--- src/rtl/core/s256_pkg.sv ---
// Shared types, constants and round functions for the SHA-256 byte stream hasher.
`default_nettype none

package s256_pkg;

  localparam int QDEPTH = 4;
  localparam int QAW = $clog2(QDEPTH);

  localparam logic [7:0] PAD_BYTE = 8'h80;

  typedef logic [7:0][31:0] hash_t;

  typedef struct packed {
    logic [7:0] data;
    logic       present;
    logic       msg_end;
  } cmd_t;

  typedef struct packed {
    logic  load;
    hash_t words;
  } dig_t;

  localparam hash_t IV = {
    32'h5be0cd19, 32'h1f83d9ab, 32'h9b05688c, 32'h510e527f,
    32'ha54ff53a, 32'h3c6ef372, 32'hbb67ae85, 32'h6a09e667
  };

  function automatic logic [31:0] ror(input logic [31:0] x, input int n);
    return (x >> n) | (x << (32 - n));
  endfunction

  function automatic logic [31:0] bsig0(input logic [31:0] x);
    return ror(x, 2) ^ ror(x, 13) ^ ror(x, 22);
  endfunction

  function automatic logic [31:0] bsig1(input logic [31:0] x);
    return ror(x, 6) ^ ror(x, 11) ^ ror(x, 25);
  endfunction

  function automatic logic [31:0] ssig0(input logic [31:0] x);
    return ror(x, 7) ^ ror(x, 18) ^ (x >> 3);
  endfunction

  function automatic logic [31:0] ssig1(input logic [31:0] x);
    return ror(x, 17) ^ ror(x, 19) ^ (x >> 10);
  endfunction

  function automatic logic [31:0] k_const(input logic [5:0] i);
    logic [31:0] k;
    case (i)
      6'd0:  k = 32'h428a2f98;
      6'd1:  k = 32'h71374491;
      6'd2:  k = 32'hb5c0fbcf;
      6'd3:  k = 32'he9b5dba5;
      6'd4:  k = 32'h3956c25b;
      6'd5:  k = 32'h59f111f1;
      6'd6:  k = 32'h923f82a4;
      6'd7:  k = 32'hab1c5ed5;
      6'd8:  k = 32'hd807aa98;
      6'd9:  k = 32'h12835b01;
      6'd10: k = 32'h243185be;
      6'd11: k = 32'h550c7dc3;
      6'd12: k = 32'h72be5d74;
      6'd13: k = 32'h80deb1fe;
      6'd14: k = 32'h9bdc06a7;
      6'd15: k = 32'hc19bf174;
      6'd16: k = 32'he49b69c1;
      6'd17: k = 32'hefbe4786;
      6'd18: k = 32'h0fc19dc6;
      6'd19: k = 32'h240ca1cc;
      6'd20: k = 32'h2de92c6f;
      6'd21: k = 32'h4a7484aa;
      6'd22: k = 32'h5cb0a9dc;
      6'd23: k = 32'h76f988da;
      6'd24: k = 32'h983e5152;
      6'd25: k = 32'ha831c66d;
      6'd26: k = 32'hb00327c8;
      6'd27: k = 32'hbf597fc7;
      6'd28: k = 32'hc6e00bf3;
      6'd29: k = 32'hd5a79147;
      6'd30: k = 32'h06ca6351;
      6'd31: k = 32'h14292967;
      6'd32: k = 32'h27b70a85;
      6'd33: k = 32'h2e1b2138;
      6'd34: k = 32'h4d2c6dfc;
      6'd35: k = 32'h53380d13;
      6'd36: k = 32'h650a7354;
      6'd37: k = 32'h766a0abb;
      6'd38: k = 32'h81c2c92e;
      6'd39: k = 32'h92722c85;
      6'd40: k = 32'ha2bfe8a1;
      6'd41: k = 32'ha81a664b;
      6'd42: k = 32'hc24b8b70;
      6'd43: k = 32'hc76c51a3;
      6'd44: k = 32'hd192e819;
      6'd45: k = 32'hd6990624;
      6'd46: k = 32'hf40e3585;
      6'd47: k = 32'h106aa070;
      6'd48: k = 32'h19a4c116;
      6'd49: k = 32'h1e376c08;
      6'd50: k = 32'h2748774c;
      6'd51: k = 32'h34b0bcb5;
      6'd52: k = 32'h391c0cb3;
      6'd53: k = 32'h4ed8aa4a;
      6'd54: k = 32'h5b9cca4f;
      6'd55: k = 32'h682e6ff3;
      6'd56: k = 32'h748f82ee;
      6'd57: k = 32'h78a5636f;
      6'd58: k = 32'h84c87814;
      6'd59: k = 32'h8cc70208;
      6'd60: k = 32'h90befffa;
      6'd61: k = 32'ha4506ceb;
      6'd62: k = 32'hbef9a3f7;
      6'd63: k = 32'hc67178f2;
      default: k = 32'h0;
    endcase
    return k;
  endfunction

endpackage

`default_nettype wire

--- src/rtl/core/s256_front.sv ---
// Input acceptance, item classification and the command queue toward the engine.
`default_nettype none

module s256_front (
  input  logic             clk,
  input  logic             rst,
  input  logic             in_valid,
  output logic             in_ready,
  input  logic [7:0]       data_byte,
  input  logic             byte_present,
  input  logic             message_end,
  output s256_pkg::cmd_t   cmd,
  output logic             cmd_valid,
  input  logic             cmd_pop
);
  import s256_pkg::*;

  cmd_t               entries [QDEPTH];
  logic [QAW-1:0]     wr_ptr;
  logic [QAW-1:0]     rd_ptr;
  logic [QAW:0]       count;
  logic               push;
  logic               pop;

  // Items that carry neither a byte nor an end change nothing and are dropped here.
  assign in_ready  = (count != (QAW+1)'(QDEPTH)) ? 1'b1 : 1'b0;
  assign push      = in_valid && in_ready && (byte_present || message_end);
  assign cmd_valid = (count != '0);
  assign pop       = cmd_pop && cmd_valid;
  assign cmd       = entries[rd_ptr];

  always_ff @(posedge clk) begin
    if (push) begin
      entries[wr_ptr] <= '{data: data_byte, present: byte_present, msg_end: message_end};
    end
  end

  always_ff @(posedge clk) begin
    if (rst) begin
      wr_ptr <= '0;
      rd_ptr <= '0;
      count  <= '0;
    end else begin
      if (push) begin
        wr_ptr <= wr_ptr + QAW'(1);
      end
      if (pop) begin
        rd_ptr <= rd_ptr + QAW'(1);
      end
      case ({push, pop})
        2'b10:   count <= count + (QAW+1)'(1);
        2'b01:   count <= count - (QAW+1)'(1);
        default: count <= count;
      endcase
    end
  end

endmodule

`default_nettype wire

--- src/rtl/core/s256_back.sv ---
// Byte packing, padding, message schedule and the round engine with hash chaining.
`default_nettype none

module s256_back (
  input  logic           clk,
  input  logic           rst,
  input  s256_pkg::cmd_t cmd,
  input  logic           cmd_valid,
  output logic           cmd_pop,
  input  logic           out_busy,
  output s256_pkg::dig_t dig
);
  import s256_pkg::*;

  typedef enum logic [3:0] {
    ST_TAKE = 4'b0001,
    ST_PAD  = 4'b0010,
    ST_COMP = 4'b0100,
    ST_FIN  = 4'b1000
  } state_t;

  state_t              state;
  logic [5:0]          pos;
  logic [63:0]         bits;
  logic                pad_mode;
  logic                pad_first;
  logic                len_phase;
  logic                len_done;
  logic [5:0]          round;
  hash_t               chain;
  hash_t               wv;
  logic [15:0][31:0]   blk;

  logic                put_en;
  logic [7:0]          put_val;
  logic                len_now;
  logic                block_full;
  logic [31:0]         t1;
  logic [31:0]         t2;
  logic [31:0]         w_new;
  hash_t               fin_sum;

  // Length bytes go out while the slot is in the last eight bytes of the final block.
  assign len_now    = !pad_first && (len_phase || (pos == 6'd56));
  assign block_full = put_en && (pos == 6'd63);

  always_comb begin
    put_en  = 1'b0;
    put_val = 8'h00;
    cmd_pop = 1'b0;
    case (state)
      ST_TAKE: begin
        if (cmd_valid) begin
          cmd_pop = 1'b1;
          put_en  = cmd.present;
          put_val = cmd.data;
        end
      end
      ST_PAD: begin
        put_en = 1'b1;
        if (pad_first) begin
          put_val = PAD_BYTE;
        end else if (len_now) begin
          put_val = bits[{~pos[2:0], 3'b000} +: 8];
        end else begin
          put_val = 8'h00;
        end
      end
      default: begin
        put_en = 1'b0;
      end
    endcase
  end

  always_comb begin
    t1 = wv[7] + bsig1(wv[4]) + ((wv[4] & wv[5]) ^ (~wv[4] & wv[6])) + k_const(round)
         + blk[0];
    t2 = bsig0(wv[0]) + ((wv[0] & wv[1]) ^ (wv[0] & wv[2]) ^ (wv[1] & wv[2]));
    w_new = ssig1(blk[14]) + blk[9] + ssig0(blk[1]) + blk[0];
    for (int i = 0; i < 8; i++) begin
      fin_sum[i] = chain[i] + wv[i];
    end
  end

  assign dig.load  = (state == ST_FIN) && len_done && !out_busy;
  assign dig.words = fin_sum;

  always_ff @(posedge clk) begin
    if (state == ST_COMP) begin
      blk <= {w_new, blk[15:1]};
    end else if (put_en) begin
      blk[pos[5:2]][{~pos[1:0], 3'b000} +: 8] <= put_val;
    end
    if ((state == ST_TAKE || state == ST_PAD) && block_full) begin
      wv <= chain;
    end else if (state == ST_COMP) begin
      wv <= {wv[6], wv[5], wv[4], wv[3] + t1, wv[2], wv[1], wv[0], t1 + t2};
    end
  end

  always_ff @(posedge clk) begin
    if (rst) begin
      state     <= ST_TAKE;
      pos       <= '0;
      bits      <= '0;
      pad_mode  <= 1'b0;
      pad_first <= 1'b0;
      len_phase <= 1'b0;
      len_done  <= 1'b0;
      round     <= '0;
      chain     <= IV;
    end else begin
      if (put_en) begin
        pos <= pos + 6'd1;
      end
      case (state)
        ST_TAKE: begin
          if (cmd_valid) begin
            if (cmd.present) begin
              bits <= {bits[63:3] + 61'd1, bits[2:0]};
            end
            if (cmd.msg_end) begin
              pad_mode  <= 1'b1;
              pad_first <= 1'b1;
            end
            if (block_full) begin
              state <= ST_COMP;
              round <= '0;
            end else if (cmd.msg_end) begin
              state <= ST_PAD;
            end
          end
        end
        ST_PAD: begin
          pad_first <= 1'b0;
          if (len_now) begin
            len_phase <= 1'b1;
          end
          if (block_full) begin
            state <= ST_COMP;
            round <= '0;
            if (len_now) begin
              len_done <= 1'b1;
            end
          end
        end
        ST_COMP: begin
          round <= round + 6'd1;
          if (round == 6'd63) begin
            state <= ST_FIN;
          end
        end
        ST_FIN: begin
          if (len_done) begin
            if (!out_busy) begin
              chain     <= IV;
              bits      <= '0;
              pad_mode  <= 1'b0;
              len_phase <= 1'b0;
              len_done  <= 1'b0;
              state     <= ST_TAKE;
            end
          end else begin
            chain <= fin_sum;
            state <= pad_mode ? ST_PAD : ST_TAKE;
          end
        end
        default: begin
          state <= ST_TAKE;
        end
      endcase
    end
  end

endmodule

`default_nettype wire

--- src/rtl/core/s256_out.sv ---
// Digest output buffer that hands out the eight digest words one item at a time.
`default_nettype none

module s256_out (
  input  logic           clk,
  input  logic           rst,
  input  s256_pkg::dig_t dig,
  output logic           busy,
  output logic           out_valid,
  input  logic           out_ready,
  output logic [31:0]    digest_word,
  output logic [2:0]     word_index,
  output logic           last_word
);
  import s256_pkg::*;

  hash_t       words;
  logic [2:0]  idx;
  logic        valid;

  assign busy        = valid;
  assign out_valid   = valid;
  assign digest_word = words[0];
  assign word_index  = idx;
  assign last_word   = (idx == 3'd7);

  always_ff @(posedge clk) begin
    if (dig.load) begin
      words <= dig.words;
    end else if (valid && out_ready) begin
      words <= {32'h0, words[7:1]};
    end
  end

  always_ff @(posedge clk) begin
    if (rst) begin
      valid <= 1'b0;
      idx   <= '0;
    end else begin
      if (dig.load) begin
        valid <= 1'b1;
        idx   <= '0;
      end else if (valid && out_ready) begin
        idx <= idx + 3'd1;
        if (idx == 3'd7) begin
          valid <= 1'b0;
        end
      end
    end
  end

endmodule

`default_nettype wire

--- src/rtl/core/sha256_byte_stream_hasher.sv ---
// Top level of the SHA-256 byte stream hasher: front queue, round engine and digest buffer.
//
//   Channel  Direction  Handshake             Item
//   input    in         in_valid / in_ready   data_byte, byte_present, message_end
//   output   out        out_valid / out_ready digest_word, word_index, last_word
//
// A byte is placed in the block when the engine takes it; a full block then goes through
// 64 rounds and one chaining step, and the engine takes no new byte until these are done.
// At message end padding goes in a byte per cycle outside the one or two more compressions.
// The four-entry input queue takes items while the engine compresses.
// Reset is synchronous and restores the initial hash; the digest buffer holds one digest,
// and the engine stalls at the end of the next message until that buffer has drained.
`default_nettype none

module sha256_byte_stream_hasher (
  input  logic        clk,
  input  logic        rst,
  input  logic        in_valid,
  output logic        in_ready,
  input  logic [7:0]  data_byte,
  input  logic        byte_present,
  input  logic        message_end,
  output logic        out_valid,
  input  logic        out_ready,
  output logic [31:0] digest_word,
  output logic [2:0]  word_index,
  output logic        last_word
);
  import s256_pkg::*;

  cmd_t  cmd;
  logic  cmd_valid;
  logic  cmd_pop;
  logic  out_busy;
  dig_t  dig;

  s256_front u_front (
    .clk          (clk),
    .rst          (rst),
    .in_valid     (in_valid),
    .in_ready     (in_ready),
    .data_byte    (data_byte),
    .byte_present (byte_present),
    .message_end  (message_end),
    .cmd          (cmd),
    .cmd_valid    (cmd_valid),
    .cmd_pop      (cmd_pop)
  );

  s256_back u_back (
    .clk       (clk),
    .rst       (rst),
    .cmd       (cmd),
    .cmd_valid (cmd_valid),
    .cmd_pop   (cmd_pop),
    .out_busy  (out_busy),
    .dig       (dig)
  );

  s256_out u_out (
    .clk         (clk),
    .rst         (rst),
    .dig         (dig),
    .busy        (out_busy),
    .out_valid   (out_valid),
    .out_ready   (out_ready),
    .digest_word (digest_word),
    .word_index  (word_index),
    .last_word   (last_word)
  );

  a_pop_has_item: assert property (@(posedge clk) disable iff (rst)
    cmd_pop |-> cmd_valid)
    else $error("Engine took a command from an empty queue.");

  a_load_when_free: assert property (@(posedge clk) disable iff (rst)
    dig.load |-> !out_valid)
    else $error("Digest loaded while the previous digest was still draining.");

  a_last_then_idle: assert property (@(posedge clk) disable iff (rst)
    (out_valid && out_ready && last_word) |=> !out_valid)
    else $error("Output stayed valid after the last digest word was taken.");

  a_reset_quiet: assert property (@(posedge clk)
    rst |=> (!out_valid && cmd_valid == 1'b0))
    else $error("Output or queue not empty after reset.");

endmodule

`default_nettype wire
--- config.mk ---
export PLATFORM = sky130hd
export DESIGN_NAME = sha256_byte_stream_hasher
export DESIGN_NICKNAME = d
export VERILOG_FILES = /design/src/rtl/core/s256_pkg.sv /design/src/rtl/core/s256_front.sv /design/src/rtl/core/s256_back.sv /design/src/rtl/core/s256_out.sv /design/src/rtl/core/sha256_byte_stream_hasher.sv
export SDC_FILE = /design/constraint.sdc
export NUM_CORES = 2
export LEC_CHECK = 0
export CAP_MARGIN = 20
export CELL_PAD_IN_SITES_DETAIL_PLACEMENT = 1
export CELL_PAD_IN_SITES_GLOBAL_PLACEMENT = 2
export CORE_ASPECT_RATIO = 0.7
export CORE_MARGIN = 10
export CORE_UTILIZATION = 40
export DETAILED_ROUTE_END_ITERATION = 8
export DONT_BUFFER_PORTS = 1
export PLACE_DENSITY_LB_ADDON = 0.1
export REMOVE_ABC_BUFFERS = 1
export SYNTH_ARGS = -nofsm -noshare
export SYNTH_HDL_FRONTEND = slang
export SYNTH_SLANG_ARGS = --single-unit
--- constraint.sdc ---
create_clock -name clk -period 34.2 [get_ports clk]
set_input_delay 1.71 -clock clk [delete_from_list [all_inputs] [get_ports clk]]
set_output_delay 1.71 -clock clk [all_outputs]
set_load 0.005 [all_outputs]
Yosys cells after proc, flatten, opt, wreduce, memory -nomap -nowiden. Memories as Yosys holds them, arrays and structs flattened. A register that Yosys moved wholly into a read port is not among the register bits. Index checks and enable logic that the tools add are counted.

Output and inout bits: 38. Word-level logic and storage cells: 236. Bits in registers: 1375. Bits in writable memories: 40. Memory bits (read-only): 2048. Memories: 2. Bits of input ports: 14.

Memories: (name not given) (depth 64, width 32, rd ports 1, clocked after Yosys merged registers in 1, wr ports 0, line s256_pkg.sv:51) `case (i)`; u_front.entries (depth 4, width 10, rd ports 1, clocked after Yosys merged registers in 1, wr ports 1, line s256_front.sv:18) `cmd_t entries [QDEPTH];`.

Add/subtract/negate cells: 27. Eq/ne operators: 22. Muxes and demuxes: 59. Shift operators: 3. Reduce and logical (&&, ||, !) cells: 36. Order comparisons: 2. Bitwise logic cells: 31.

Operators by type and width (number): $mux 256 (6); $mux 512 (2); $add 32x32->32 (18); $bwmux 512 (1); $xor 32x32->32 (9); $mux 64 (4); $and 32x32->32 (5); $demux 32 s4 (1); $pmux 64 s2 (1); $shiftx 64x7->8 (1); $add 61x1->61 const B (1); $mux 32 (1); $not 32->32 (1); $or 10x32->32 (1); $or 13x32->32 (1); $or 14x32->32 (1); $or 15x32->32 (1); $or 19x32->32 (1); $or 21x32->32 (1); $or 25x32->32 (1); $or 26x32->32 (1); $or 30x32->32 (1); $or 7x32->32 (1); $shift 8x7->32 const A (1); other kinds (45) (118).

Depth between registers and ports, before layout.
Word-level depth: 10. Gate-level depth with buffers: 35. Depth with buffers taken out: 34.

Hierarchy. Synthesis repeated with hierarchy kept, for this count alone.

Cells, all modules: 8598. Area total of the unflattened synthesis: 86908.4 um2.

Modules (own cells, without submodules): s256_back (instances 1, cells each 7898, sequential area each 30449.2 um2, area an instance 73157.7 um2); s256_out (instances 1, cells each 595, sequential area each 7767.4 um2, area an instance 11803.8 um2); s256_front (instances 1, cells each 105, sequential area each 1381.3 um2, area an instance 1946.9 um2).

Worst setup path before layout. Ideal clock, no wire load.

Path type: flip-flop to flip-flop. From: register u_back.state[1]. To: register u_back.wv[0] (netlist bit) (enable). Data arrival time: 18.947 ns. Slack: 14.026 ns. Period minus slack after synthesis: 20.174 ns. Library setup time: 1.228 ns. Stages on the path, launching flop included: 4. Cell sequence: dfxtp_1 nor4b_2 a31oi_4 o21ai_0.

Longest elaborated chain between the ends: 5. Elaborated cells between the ends (all ways): 8. Those cells by class: eq/ne: 3; mux: 1; reduce/logical: 4.

RTL lines: from (decl) (line s256_back.sv:22) `state_t state;`; from (signal assigned) (line s256_back.sv:165) `state <= pad_mode ? ST_PAD : ST_TAKE;`; $eq 4x2->1 or $eq 4x1->1 (tied branches) (line s256_back.sv:51, s256_back.sv:94); $pmux 1 s2 (line s256_back.sv:51) `case (state)`; $logic_and 1x1->1 (line s256_back.sv:45) `assign block_full = put_en && (pos == 6'd63);`; $logic_and 1x1->1 (line s256_back.sv:94) `if ((state == ST_TAKE || state == ST_PAD) && block_full) begin`; $reduce_bool 2->1 (no source line) (*); to (signal assigned) (line s256_back.sv:95) `wv <= chain;`; to (signal assigned) (line s256_back.sv:97) `wv <= {wv[6], wv[5], wv[4], wv[3] + t1, wv[2], wv[1], wv[0], t1 + t2};`; to (decl) (line s256_back.sv:31) `hash_t wv;`.

Mark *: on every way between the ends. The rest lies on a longest branch, timed or not. A chain may end at the register's enable or synchronous reset.

Worst setup path in the final report.
From: register u_back.wv[155] (netlist bit). To: register u_back.wv[28] (netlist bit) (data pin).

Longest elaborated chain between the ends: 10. Elaborated cells between the ends (all ways): 16. Those cells by class: add/sub: 5; mux: 2; bitwise: 9.

RTL lines: $or 21x32->32 or $or 26x32->32 (tied branches) (line s256_pkg.sv:30) `return (x >> n) | (x << (32 - n));`; $xor 32x32->32 (2 in series) (line s256_pkg.sv:38) `return ror(x, 6) ^ ror(x, 11) ^ ror(x, 25);`; $add 32x32->32 (line s256_back.sv:76) `t1 = wv[7] + bsig1(wv[4]) + ((wv[4] & wv[5]) ^ (~wv[4] & wv[6])) + k_const(round)`; $add 32x32->32 (*) (2 in series) (line s256_back.sv:76); $add 32x32->32 (*) (line s256_back.sv:77) `+ blk[0];`; $add 32x32->32 (*) (line s256_back.sv:97); $mux 256 (*) (line s256_back.sv:96) `end else if (state == ST_COMP) begin`; $mux 256 (*) (line s256_back.sv:94).

Mark *: on every way between the ends. The rest lies on a longest branch, timed or not. The select of a mux whose other input is x is not followed.

==> run_results.csv <==
group,metric,value,unit
run_status,status,"finished, final reports clean",
die,die-area,232000,um2
synthesis,ys_async_sr_fraction,0,
synthesis,netlist_instances,8853,
routing,first_pass_iters,6,
clock_tree,cts_sinks,1446,
worst_setup_path,worstSetupEndpointType,"flip-flop",
sta,period_share,0.265,
routing,vias,68700,
routing,drc,0,
sta,max_freq,110,MHz
clock_tree,cts.path.max_buffers,4,
layout,nNetsFinal,9318,
worst_setup_path,worstRegToRegCells,33,
worst_setup_path,slowest_stage,"edfxtp_1",
synthesis,synth_simple_gate_area_frac,0.148,
die,fp.dieW,572,um
synthesis,yosysTopAreaCellShare,0.374,
sta,setup_ws,25.12,ns
clock_tree,clk_latency,0.85,ns
layout,area_growth,9.60,%
placement,io_buffer_count,0,
sta,final_max_slew_viol_count,0,
clock_tree,post_cts_buffers,0,
clock_tree,cts_root_buf,"clkbuf_16",
synthesis,synth_compound_area_frac,0.160,
clock_tree,cts_buffers,168,
worst_setup_path,critPathRequiredTime,34.74,ns
layout,drive_gt1_frac,0.0632,
worst_setup_path,cp-start-kind,"flip-flop",
placement,dp_slack,25.40,ns
synthesis,synthMuxAreaShare,0.0143,
clock_tree,cts_tree,"yes",
synthesis,ys_warn_count,0,
sta,tns,0,ns
synthesis,synth_top_flop_cell,"edfxtp_1",
worst_setup_path,cp_slowest_stage_delay,0.85,ns
worst_setup_path,reg2reg_to,"u_back.wv[28]",
synthesis,synth-edff-count,1064,
routing,wl_per_cell,28.3,um
global_routing,track_usage,0.275,
clock_tree,path_clk_slew,0.06,ns
die,die_y,406,um
synthesis,syn_avg_cell_area,9.64,um2
die,placementRows,141,
synthesis,synth_cell_types,103,
die,io_pins,52,
sta,tightest_slew,1.33,ns
worst_setup_path,critical_path_class,"flip-flop to flip-flop",
sta,setup_violations,0,
synthesis,synth_xor_area_frac,0.0671,
worst_setup_path,arrival,9.62,ns
global_routing,antenna_found_initial,15,
power_and_ir_drop,powerDensity,48.9,nW/um2
flow_run,drv_cap,0,
synthesis,synth_top_family_by_area,"compound AO/OA/AOI/OAI gates",
placement,dpl.hpwl,235,mm
sta,skew,0.0465,ns
sta,slew_headroom,0.111,
clock_tree,cts-resized-gates,0,
synthesis,synth_area_leaders,"edfxtp_1 (37%), dfxtp_1 (9.0%), nand2_1 (8.9%)",
routing,routed_wl,329,mm
worst_setup_path,crit_start,"u_back.wv[155]",
die,start_util,0.403,
routing,vias_per_cell,5.91,
global_routing,grt_pass1_vias,68400,
global_routing,overflow,0,
power_and_ir_drop,p_leak,34.7,nW
synthesis,synth-seq-area-share,0.464,
clock_tree,htreeDepth,4,
synthesis,synth_area,85300,um2
die,coreArea,212000,um2
worst_setup_path,crit_fanout,6,
worst_setup_path,crit_cells,33,
worst_setup_path,crit_top_cell,"a21oi_1",
global_routing,grt_pass1_wl,479,mm
global_routing,grt_max_degree,221,
clock_tree,cts_hold_buffers,0,
placement,place_congestion,0.951,
routing,drtIter0Drc,7274,
synthesis,synth-adder-area-share,0.108,
sta,finalHoldViolCount,0,
worst_setup_path,worstSetupEndpoint,"u_back.wv[28]",
sta,rsz0062_at_grt,"no",
worst_setup_path,reg2reg_slack,25.12,ns
synthesis,synth_common_cells,"nand2_1 (2033), edfxtp_1 (1064), o21ai_0 (857), a21oi_1 (451), xnor2_1 (443)",
synthesis,postSynthRegisterBits,1446,
worst_setup_path,critPathTopFamily,"compound AO/OA/AOI/OAI gates",
power_and_ir_drop,p_total,4.57,mW
synthesis,yosysTopAreaCell,"edfxtp_1",
layout,fill_cells,23600,
worst_setup_path,rr_startpoint,"u_back.wv[155]",
worst_setup_path,path_buf_inv,5,
power_and_ir_drop,vdd_drop_max,42.5,uV
routing,ant_nets,0,
sta,min_period,9.08,ns
hold_path,hp-class,"flip-flop to flip-flop",
synthesis,yosysMostFrequentCell,"nand2_1",
cell type report:
cell class | instances | area (um2) | share of cell area
antenna | 4 | 10.0 | 0.000107
sequential | 1446 | 39600 | 0.423
clock buffer | 231 | 4630 | 0.0495
tap | 2788 | 3490 | 0.0373
inverter | 324 | 1220 | 0.0131
timing repair buffer | 182 | 1340 | 0.0144
multi-input combinational | 6581 | 42600 | 0.456
clock inverter | 69 | 608 | 0.00650
worst min-delay path, stage by stage, from the launching register on:
cell     delay, ns
dfxtp_1       0.32
nand2_1       0.05
a21oi_1       0.05
cell families (layout without fill, tap and decap cells):
kind of cell | count (synthesis) | after routing
flip-flops | 1446 | 1446
buffers and inverters | 826 | 806
AO/OA/AOI/OAI | 2205 | 2205
adder cells (fa/ha/maj) | 622 | 622
other | 0 | 4
XOR/XNOR | 654 | 654
multiplexers | 90 | 90
AND/OR/NAND/NOR | 3010 | 3010
flip-flops by register name (all words and copies together) (netlist names), 32 cells and up, named ones only:
signal,cells
u_back.blk,512
u_back.wv,256
u_front.entries,40
u_out.digest_word,32
u_back.bits,61
u_back.chain,256
u_out.words,224
how the worst min path moves through the flow:
stage / from / end / slack, ns / cells after the start
2_1_floorplan: u_back.len_phase / u_back.len_phase / 0.43 / 2
3_3_place_gp: u_back.len_phase / u_back.len_phase / 0.44 / 2
3_5_place_dp: u_back.len_phase / u_back.len_phase / 0.46 / 2
4_1_cts: u_back.len_phase / u_back.len_phase / 0.47 / 2
5_1_grt: u_back.len_phase / u_back.len_phase / 0.49 / 2
6_report: u_back.len_phase / u_back.len_phase / 0.47 / 2
cell usage in the layout (no fill, tap or decap), drive strengths merged, types with 17 or more instances in the layout:
cell    Yosys  routed
a22o       41      41
or3        36      36
nor2      439     439
a22oi      69      69
o21a       56      56
a21oi     451     451
a211oi     43      43
and2       59      59
o21ai     897     897
ha        405     405
clkinv      3      50
o31ai      19      19
or2        17      17
and3       48      48
o22ai      66      66
fa        196     196
o211ai     46      46
edfxtp   1064    1064
a221o     106     106
nor2b      42      42
nor3       56      56
nand2    2035    2035
mux4       23      23
dfxtp     382     382
xnor2     443     443
xor2      211     211
clkbuf    427     241
mux2       25      25
mux2i      42      42
a31oi      45      45
buf        75     172
maj3       21      21
nand3     101     101
nand4      32      32
nand2b     85      85
inv       321     324
a21o      169     169
o21bai     43      43
routing by layer:
metal,global-route usage,vias up,share of wire
met5,0,-,0.00020
met3,0.0851,346,0.10
met2,0.366,2506,0.38
met4,0.0457,8,0.016
li1,-,30900,-
met1,0.433,35000,0.50
metrics by stage:
step | utilization | instances | hold slack (ns) | cell area (um2)
2_1_floorplan | - | 8351 | 0.430 | 83300
3_3_place_gp | 0.415 | 11300 | 0.444 | 87900
3_5_place_dp | 0.416 | 11300 | 0.465 | 88000
4_1_cts | 0.441 | 11600 | 0.474 | 93200
5_1_grt | 0.442 | 11600 | 0.495 | 93500
6_report | 0.442 | 11600 | 0.472 | 93500
where the power goes:
| group | internal (mW) | switching (mW) |
|---|---|---|
| registers | 1.91 | 0.0283 |
| clock network | 1.01 | 0.790 |
| logic | 0.314 | 0.522 |
| total | 3.23 | 1.34 |
Note: power is estimated with default switching activity, not from simulation.
